[src/hdl/fstd_pkg.sv]
// Shared types and constants for the flow-serialized task dispatcher.
package fstd_pkg;

    localparam int KIND_W = 2;
    localparam int FLOW_W = 16;
    localparam int TASK_W = 16;
    localparam int REM_W  = 5;

    // Request kinds carried on s_tuser
    localparam logic [KIND_W-1:0] KIND_SUBMIT   = 2'd0;
    localparam logic [KIND_W-1:0] KIND_DISPATCH = 2'd1;
    localparam logic [KIND_W-1:0] KIND_COMPLETE = 2'd2;
    localparam logic [KIND_W-1:0] KIND_PURGE    = 2'd3;

    // Result word, accepted in the lowest bit
    typedef struct packed {
        logic [REM_W-1:0]  remaining;
        logic [TASK_W-1:0] grant_task;
        logic [FLOW_W-1:0] grant_flow;
        logic              granted;
        logic              accepted;
    } fstd_result_t;

    localparam int RESULT_W = $bits(fstd_result_t);
    localparam int M_DATA_W = ((RESULT_W + 7) / 8) * 8;

    // Command from the sequencer to the busy-flow table
    typedef struct packed {
        logic              alloc;
        logic              clear;
        logic [FLOW_W-1:0] flow;
    } fstd_busy_cmd_t;

endpackage

[src/hdl/fstd_ram.sv]
// Generic single-write, single-read synchronous RAM with registered read data.
module fstd_ram #(
    parameter int WIDTH = 32,
    parameter int DEPTH = 16
) (
    input  logic                                    aclk,
    input  logic                                    we,
    input  logic [((DEPTH > 1) ? $clog2(DEPTH) : 1)-1:0] waddr,
    input  logic [WIDTH-1:0]                        wdata,
    input  logic                                    re,
    input  logic [((DEPTH > 1) ? $clog2(DEPTH) : 1)-1:0] raddr,
    output logic [WIDTH-1:0]                        rdata
);

    logic [WIDTH-1:0] mem_reg [DEPTH];
    logic [WIDTH-1:0] rdata_reg;

    // Write port
    always_ff @(posedge aclk) begin
        if (we) begin
            mem_reg[waddr] <= wdata;
        end
    end

    // Registered read port
    always_ff @(posedge aclk) begin
        if (re) begin
            rdata_reg <= mem_reg[raddr];
        end
    end

    assign rdata = rdata_reg;

endmodule

[src/hdl/fstd_busy.sv]
// Busy-flow table: one slot per worker, lookup, allocate and release.
module fstd_busy #(
    parameter int WORKERS = 8
) (
    input  logic                           aclk,
    input  logic                           aresetn,
    input  fstd_pkg::fstd_busy_cmd_t       cmd,
    input  logic [fstd_pkg::FLOW_W-1:0]    chk_flow,
    output logic                           chk_hit,
    output logic                           has_free
);

    logic [fstd_pkg::FLOW_W-1:0] flow_reg [WORKERS];
    logic [WORKERS-1:0]          valid_reg;
    logic [WORKERS-1:0]          free_oh;

    // First free slot (one-hot) and lookup of the checked flow
    always_comb begin
        logic seen;
        seen    = 1'b0;
        chk_hit = 1'b0;
        for (int w = 0; w < WORKERS; w++) begin
            free_oh[w] = !valid_reg[w] && !seen;
            seen       = seen || !valid_reg[w];
            chk_hit    = chk_hit || (valid_reg[w] && (flow_reg[w] == chk_flow));
        end
    end

    assign has_free = |(~valid_reg);

    // Slot valid bits
    always_ff @(posedge aclk) begin
        if (!aresetn) begin
            valid_reg <= '0;
        end else begin
            for (int w = 0; w < WORKERS; w++) begin
                if (cmd.alloc && free_oh[w]) begin
                    valid_reg[w] <= 1'b1;
                end else if (cmd.clear && valid_reg[w] && (flow_reg[w] == cmd.flow)) begin
                    valid_reg[w] <= 1'b0;
                end
            end
        end
    end

    // Slot flow ids, meaningful only where valid
    always_ff @(posedge aclk) begin
        for (int w = 0; w < WORKERS; w++) begin
            if (cmd.alloc && free_oh[w]) begin
                flow_reg[w] <= cmd.flow;
            end
        end
    end

endmodule

[src/hdl/flow_serialized_task_dispatcher.sv]
// Top level: ordered task queue in RAM with per-flow busy tracking.
// Submit, complete and dispatch with no free worker skip the scan and go to DONE.
// Dispatch with a free worker and purge scan all queued entries before DONE;
// the queue RAM's single read port scans and compacts one entry per cycle.
// One request at a time: s_tready is high only while idle, until DONE loads the result.
// Synchronous active-low reset clears count, busy marks and handshake; queue RAM is kept.
module flow_serialized_task_dispatcher #(
    parameter int QUEUE_DEPTH = 16,
    parameter int WORKERS     = 8
) (
    input  logic                          aclk,
    input  logic                          aresetn,
    input  logic                          s_tvalid,
    output logic                          s_tready,
    input  logic [31:0]                   s_tdata,  // flow_id[15:0], task_handle[31:16]
    input  logic [fstd_pkg::KIND_W-1:0]   s_tuser,  // kind[1:0]
    output logic                          m_tvalid,
    input  logic                          m_tready,
    // accepted[0], granted[1], grant_flow[17:2], grant_task[33:18], remaining[38:34], zero[39]
    output logic [fstd_pkg::M_DATA_W-1:0] m_tdata
);

    localparam int AW = $clog2(QUEUE_DEPTH);
    localparam int CW = $clog2(QUEUE_DEPTH + 1);
    localparam int EW = fstd_pkg::FLOW_W + fstd_pkg::TASK_W;

    localparam logic [1:0] ST_IDLE = 2'd0;
    localparam logic [1:0] ST_SCAN = 2'd1;
    localparam logic [1:0] ST_DONE = 2'd2;

    logic [1:0]                        state_reg, state_next;
    logic [CW-1:0]                     count_reg, count_next;
    logic [CW-1:0]                     rd_idx_reg, rd_idx_next;
    logic [CW-1:0]                     wr_idx_reg, wr_idx_next;
    logic                              pend_reg, pend_next;
    logic                              found_reg, found_next;
    logic [fstd_pkg::KIND_W-1:0]       op_kind_reg, op_kind_next;
    logic [fstd_pkg::FLOW_W-1:0]       op_flow_reg, op_flow_next;
    fstd_pkg::fstd_result_t            res_reg, res_next;
    logic                              m_valid_reg, m_valid_next;
    fstd_pkg::fstd_result_t            m_res_reg, m_res_next;

    logic                              in_req;
    logic [fstd_pkg::KIND_W-1:0]       in_kind;
    logic [fstd_pkg::FLOW_W-1:0]       in_flow;
    logic [fstd_pkg::TASK_W-1:0]       in_task;

    logic                              ram_we, ram_re;
    logic [AW-1:0]                     ram_waddr, ram_raddr;
    logic [EW-1:0]                     ram_wdata, ram_rdata;
    logic [fstd_pkg::FLOW_W-1:0]       rd_flow;
    logic [fstd_pkg::TASK_W-1:0]       rd_task;
    logic                              drop;

    fstd_pkg::fstd_busy_cmd_t          busy_cmd;
    logic                              busy_hit, busy_has_free;

    assign in_req  = s_tvalid && s_tready;
    assign in_kind = s_tuser;
    assign in_flow = s_tdata[fstd_pkg::FLOW_W-1:0];
    assign in_task = s_tdata[EW-1:fstd_pkg::FLOW_W];
    assign rd_flow = ram_rdata[fstd_pkg::FLOW_W-1:0];
    assign rd_task = ram_rdata[EW-1:fstd_pkg::FLOW_W];

    assign s_tready = (state_reg == ST_IDLE);
    assign m_tvalid = m_valid_reg;
    assign m_tdata  = fstd_pkg::M_DATA_W'(m_res_reg);

    // Queue storage: flow id in the low half, task handle in the high half
    fstd_ram #(
        .WIDTH (EW),
        .DEPTH (QUEUE_DEPTH)
    ) u_queue_ram (
        .aclk  (aclk),
        .we    (ram_we),
        .waddr (ram_waddr),
        .wdata (ram_wdata),
        .re    (ram_re),
        .raddr (ram_raddr),
        .rdata (ram_rdata)
    );

    fstd_busy #(
        .WORKERS (WORKERS)
    ) u_busy (
        .aclk     (aclk),
        .aresetn  (aresetn),
        .cmd      (busy_cmd),
        .chk_flow (rd_flow),
        .chk_hit  (busy_hit),
        .has_free (busy_has_free)
    );

    // Entry dropped during the scan: purged flow, or the first eligible dispatch entry
    always_comb begin
        if (op_kind_reg == fstd_pkg::KIND_PURGE) begin
            drop = (rd_flow == op_flow_reg);
        end else begin
            drop = !found_reg && !busy_hit;
        end
    end

    // Sequencer
    always_comb begin
        state_next   = state_reg;
        count_next   = count_reg;
        rd_idx_next  = rd_idx_reg;
        wr_idx_next  = wr_idx_reg;
        pend_next    = 1'b0;
        found_next   = found_reg;
        op_kind_next = op_kind_reg;
        op_flow_next = op_flow_reg;
        res_next     = res_reg;
        m_valid_next = m_valid_reg;
        m_res_next   = m_res_reg;
        ram_we       = 1'b0;
        ram_waddr    = wr_idx_reg[AW-1:0];
        ram_wdata    = ram_rdata;
        ram_re       = 1'b0;
        ram_raddr    = rd_idx_reg[AW-1:0];
        busy_cmd     = '0;

        // Output register drains independently of the sequencer
        if (m_tready) begin
            m_valid_next = 1'b0;
        end

        case (state_reg)
            ST_IDLE: begin
                if (in_req) begin
                    res_next     = '0;
                    op_kind_next = in_kind;
                    op_flow_next = in_flow;
                    rd_idx_next  = '0;
                    wr_idx_next  = '0;
                    found_next   = 1'b0;
                    state_next   = ST_DONE;
                    case (in_kind)
                        fstd_pkg::KIND_SUBMIT: begin
                            if (count_reg < CW'(QUEUE_DEPTH)) begin
                                ram_we            = 1'b1;
                                ram_waddr         = count_reg[AW-1:0];
                                ram_wdata         = {in_task, in_flow};
                                count_next        = count_reg + 1'b1;
                                res_next.accepted = 1'b1;
                            end
                        end
                        fstd_pkg::KIND_DISPATCH: begin
                            if (busy_has_free) begin
                                state_next = ST_SCAN;
                            end
                        end
                        fstd_pkg::KIND_COMPLETE: begin
                            busy_cmd.clear = 1'b1;
                            busy_cmd.flow  = in_flow;
                        end
                        default: begin
                            state_next = ST_SCAN;
                        end
                    endcase
                end
            end
            ST_SCAN: begin
                // Issue one read per cycle
                if (rd_idx_reg < count_reg) begin
                    ram_re      = 1'b1;
                    rd_idx_next = rd_idx_reg + 1'b1;
                    pend_next   = 1'b1;
                end
                // Compact the entry read last cycle
                if (pend_reg) begin
                    if (drop) begin
                        if (op_kind_reg == fstd_pkg::KIND_DISPATCH) begin
                            found_next          = 1'b1;
                            res_next.granted    = 1'b1;
                            res_next.grant_flow = rd_flow;
                            res_next.grant_task = rd_task;
                        end
                    end else begin
                        ram_we      = 1'b1;
                        wr_idx_next = wr_idx_reg + 1'b1;
                    end
                end
                // Scan finished
                if (!(rd_idx_reg < count_reg) && !pend_reg) begin
                    count_next = wr_idx_reg;
                    if (op_kind_reg == fstd_pkg::KIND_PURGE) begin
                        res_next.remaining = fstd_pkg::REM_W'(wr_idx_reg);
                    end else if (found_reg) begin
                        busy_cmd.alloc = 1'b1;
                        busy_cmd.flow  = res_reg.grant_flow;
                    end
                    state_next = ST_DONE;
                end
            end
            ST_DONE: begin
                if (!m_valid_reg || m_tready) begin
                    m_valid_next = 1'b1;
                    m_res_next   = res_reg;
                    state_next   = ST_IDLE;
                end
            end
            default: begin
                state_next = ST_IDLE;
            end
        endcase
    end

    // Control registers
    always_ff @(posedge aclk) begin
        if (!aresetn) begin
            state_reg   <= ST_IDLE;
            count_reg   <= '0;
            pend_reg    <= 1'b0;
            m_valid_reg <= 1'b0;
        end else begin
            state_reg   <= state_next;
            count_reg   <= count_next;
            pend_reg    <= pend_next;
            m_valid_reg <= m_valid_next;
        end
    end

    // Datapath registers
    always_ff @(posedge aclk) begin
        rd_idx_reg  <= rd_idx_next;
        wr_idx_reg  <= wr_idx_next;
        found_reg   <= found_next;
        op_kind_reg <= op_kind_next;
        op_flow_reg <= op_flow_next;
        res_reg     <= res_next;
        m_res_reg   <= m_res_next;
    end

endmodule

[config.mk]
export PLATFORM = sky130hd
export DESIGN_NAME = flow_serialized_task_dispatcher
export DESIGN_NICKNAME = d
export VERILOG_FILES = /design/src/hdl/fstd_pkg.sv /design/src/hdl/fstd_ram.sv /design/src/hdl/fstd_busy.sv /design/src/hdl/flow_serialized_task_dispatcher.sv
export SDC_FILE = /design/constraint.sdc
export NUM_CORES = 1
export LEC_CHECK = 0
export ABC_AREA = 1
export BUFFER_PORTS_ARGS = -buffer_cell sky130_fd_sc_hd__clkbuf_2
export CAP_MARGIN = 0
export CORE_ASPECT_RATIO = 1.25
export CORE_UTILIZATION = 30
export CTS_CLUSTER_SIZE = 40
export DETAILED_ROUTE_END_ITERATION = 10
export HOLD_SLACK_MARGIN = 0.15
export PLACE_DENSITY_LB_ADDON = 0.12
export SYNTH_ARGS = -nofsm -noshare
export SYNTH_HDL_FRONTEND = slang
export SYNTH_SLANG_ARGS = --single-unit
[constraint.sdc]
create_clock -name aclk -period 6.63 [get_ports aclk]
set_clock_uncertainty 0.1 [all_clocks]
set_input_delay 0 -clock aclk [delete_from_list [all_inputs] [get_ports aclk]]
set_output_delay 0 -clock aclk [all_outputs]
set_load 0.05 [all_outputs]
==> metrics.md <==
| Metric | Value |
|---|---|
| Status | `finished, final reports clean` |
| Worst path arrival time | `4.69 ns` |
| Number of global-route vias before repair | `23.7k` |
| Net count reported at finish | `3,156` |
| Num ports | `80` |
| Fill count | `11.2k` |
| Max-slew headroom | `6.01%` |
| Unique cell type count in the Yosys netlist | `43` |
| Unrepaired setup endpoints after global routing | `no` |
| Post_cts resized | `0` |
| Type of origin of the critical path | `flop` |
| Synth Register Bits | `796` |
| Post-CTS Setup Bufs | `0` |
| GRT overflow | `0` |
| Site Rows | `138` |
| Post-DP Area | `36,600 sq um` |
| PD cells | `335 nW/um^2` |
| Final Total Pwr | `13.4 mW` |
| Yosys top cell area share | `68.3%` |
| Initial Util | `30.3%` |
| DIE WIDTH | `304 um` |
| Die Span Y | `380 um` |
| DRC violations left | `0` |
| Setup TNS | `0 ns` |
| Gp weighted congestion | `0.925` |
| Area contributors post-synth | `edfxtp_1 68%, nor2_1 5.8%, nand2_1 5.2%` |
| Post-DRT Antenna Nets | `0` |
| Leakage | `14.1 nW` |
| Fin crit share | `68.4%` |
| Vias after detailed routing | `23.3k` |
| Worst path required time | `6.79 ns` |
| Hold Crit Class | `input port to flop` |
| Synthesized cell area | `34,300 sq um` |
| Tightest Pin Transition | `1.41 ns` |
| Post-synth net total | `3,021` |
| Hold Vio Cnt, Final | `0` |
| Most common cell after layout, fill and taps aside | `edfxtp_1` |
| Clock latency on the worst-skew pair | `0.66 ns` |
| CP Capture Type | `flop` |
| Die area | `116,000 sq um` |
| Clock buffer depth | `3` |
| Detail Placement HPWL | `72,300 um` |
| PortBufs | `78` |
| Initial antenna violation count | `3` |
| Yosys top cell by area | `edfxtp_1` |
| Fin crit period | `4.53 ns` |
| Syn Inst Count | `2,976` |
| Total global-route track usage | `19.2%` |
| First-pass GRT wire length | `163,000 um` |
| Largest net degree at the start of global routing | `183` |
| Mean Syn Cell Area | `11.5 sq um` |
| Drt wl/cell | `23.9 um` |
| Total CTS buffers | `91` |
| CTS tree | `yes` |
| Post-synthesis sequential area ratio | `69.2%` |
| Layout area overhead | `17.1%` |
| WL final | `111,000 um` |
| Clock root buffer master | `clkbuf_16` |
| Warnings, synthesis | `0` |
| Via/cell ratio | `5.00` |
| First-pass iteration count of the detailed router | `5` |
| Layout cells sized above 1 | `10.9%` |
| Slew Viols, Final | `0` |
| Clock Sink Count | `796` |
| Most frequent cells in the layout | `779 x edfxtp_1, 505 x nor2_1, 474 x nand2_1` |
| Clk pin slew, worst setup/hold paths | `0.06 ns` |
| Core box area | `113,000 sq um` |
| Starting DRT DRC Count | `1,953` |
| Fmax | `221 MHz` |
| Final Cell Area | `40,100 sq um` |
| Critical path class | `flop to flop` |
| CTS H-tree lvls | `3` |
| VDD IR max | `0.190 mV` |
| Max reg flops | `512` |
| Max cap viols | `0` |
| Worst Path Max Fanout | `32` |
| Setup Viol. Count Final | `0` |
[path summary, 6_finish.rpt]
| check | to | slack [ns] | startpoint | depth (start not counted) |
|---|---|---|---|---|
| worst min-delay path | res_reg[0]$_DFFE_PP_ | 0.23 | s_tuser[1] | 3 |
| worst max register to register | u_queue_ram.mem_reg[4][18]$_DFFE_PP_ | 2.10 | state_reg[0]$_SDFFE_PN0P_ | 9 |
| worst max-delay path | u_queue_ram.mem_reg[4][18]$_DFFE_PP_ | 2.10 | state_reg[0]$_SDFFE_PN0P_ | 9 |
| worst min register to register | m_tdata[38]$_DFFE_PP_ | 0.32 | res_reg[38]$_DFFE_PP_ | 0 |
[layer usage]
| metal | share of wire, % | up-vias | track usage, % |
|---|---|---|---|
| li1 | - | 10800 | - |
| met1 | 41 | 11700 | 22.9 |
| met4 | 3.7 | 0 | 7.69 |
| met2 | 52 | 592 | 34.9 |
| met5 | 0 | - | 0 |
| met3 | 3.7 | 183 | 2.20 |
[cell type report]
cell class | count | area (sq um) | share of cell area, %
multi-input cells | 1815 | 9380 | 23.4
flip-flops and latches | 796 | 23700 | 59.2
repair buffers | 180 | 1420 | 3.54
diodes | 2 | 5.00 | 0.0125
clock buffers | 111 | 2390 | 5.97
clock inverters | 57 | 492 | 1.23
well taps | 1470 | 1840 | 4.58
inverters | 227 | 857 | 2.14
[stage by stage]
step	utilization [%]	setup WS [ns]	cells	hold WS, ns
after floorplan	-	2.62	2976	-0.00113
after global placement	32.2	2.00	4422	0.150
after detailed placement	32.3	1.95	4427	0.150
after CTS	35.4	1.96	4656	0.193
after global routing	35.4	1.81	4657	0.229
final	35.4	2.10	4658	0.232
[cells by family after synthesis]
| kind of cell | Yosys count | synth area share, % |
|---|---|---|
| simple gates | 1232 | 14.9 |
| fa+ha+maj | 7 | 0.256 |
| compound gates | 475 | 8.62 |
| xor+xnor | 48 | 1.23 |
| other cells | 1 | 0.0109 |
| mux | 52 | 1.52 |
| flops | 796 | 69.2 |
| buf+inv | 365 | 4.21 |
[power by group]
part / internal [mW] / leakage (nW) / switching [mW]
sequential: 5.94 / 7.23 / 0.132
clock: 2.84 / 1.41 / 2.07
combinational: 0.600 / 5.50 / 1.85
[cell usage after synthesis]
| cell | instances |
|---|---|
| buf_8 | 1 |
| a21oi_1 | 83 |
| o211ai_1 | 12 |
| ha_1 | 7 |
| a211oi_1 | 4 |
| o32ai_1 | 76 |
| nand2_1 | 475 |
| conb_1 | 1 |
| o22ai_1 | 21 |
| nand2_4 | 13 |
| xnor2_1 | 30 |
| buf_1 | 14 |
| nand3b_1 | 5 |
| a21boi_0 | 2 |
| or2_2 | 1 |
| nor3_1 | 10 |
| xor2_1 | 18 |
| nor2_4 | 2 |
| o21ai_2 | 1 |
| a22o_1 | 2 |
| nor3_4 | 1 |
| o21bai_1 | 1 |
| o21a_1 | 1 |
| buf_2 | 25 |
| nand4_1 | 20 |
| dfxtp_1 | 17 |
| o21ai_1 | 9 |
| clkbuf_1 | 90 |
| nand3_1 | 159 |
| o21ai_0 | 209 |
| o221ai_1 | 52 |
| buf_4 | 8 |
| edfxtp_1 | 779 |
| inv_2 | 4 |
| mux2i_1 | 52 |
| o311ai_0 | 1 |
| nand2_2 | 13 |
| nor4_1 | 1 |
| nand3_2 | 7 |
| nor2_1 | 525 |
| inv_1 | 219 |
| clkinv_1 | 4 |
| a31o_2 | 1 |
[critical path, cell delays in order (launching register included)]
cell	delay, ns
dfxtp_1	0.39
nor2_4	0.18
nand2_2	0.14
inv_1	0.75
nand2_4	0.23
o21ai_0	0.68
inv_1	0.12
nor2_1	0.14
nand2_1	0.25
nor2_4	1.11
[what timing repair did]
item	in CTS	in global routing
setup endpoints to repair	0	0
endpoints found under the hold margin	698	0
hold buffers	61	0
Note: power is estimated with default switching activity, not from simulation.
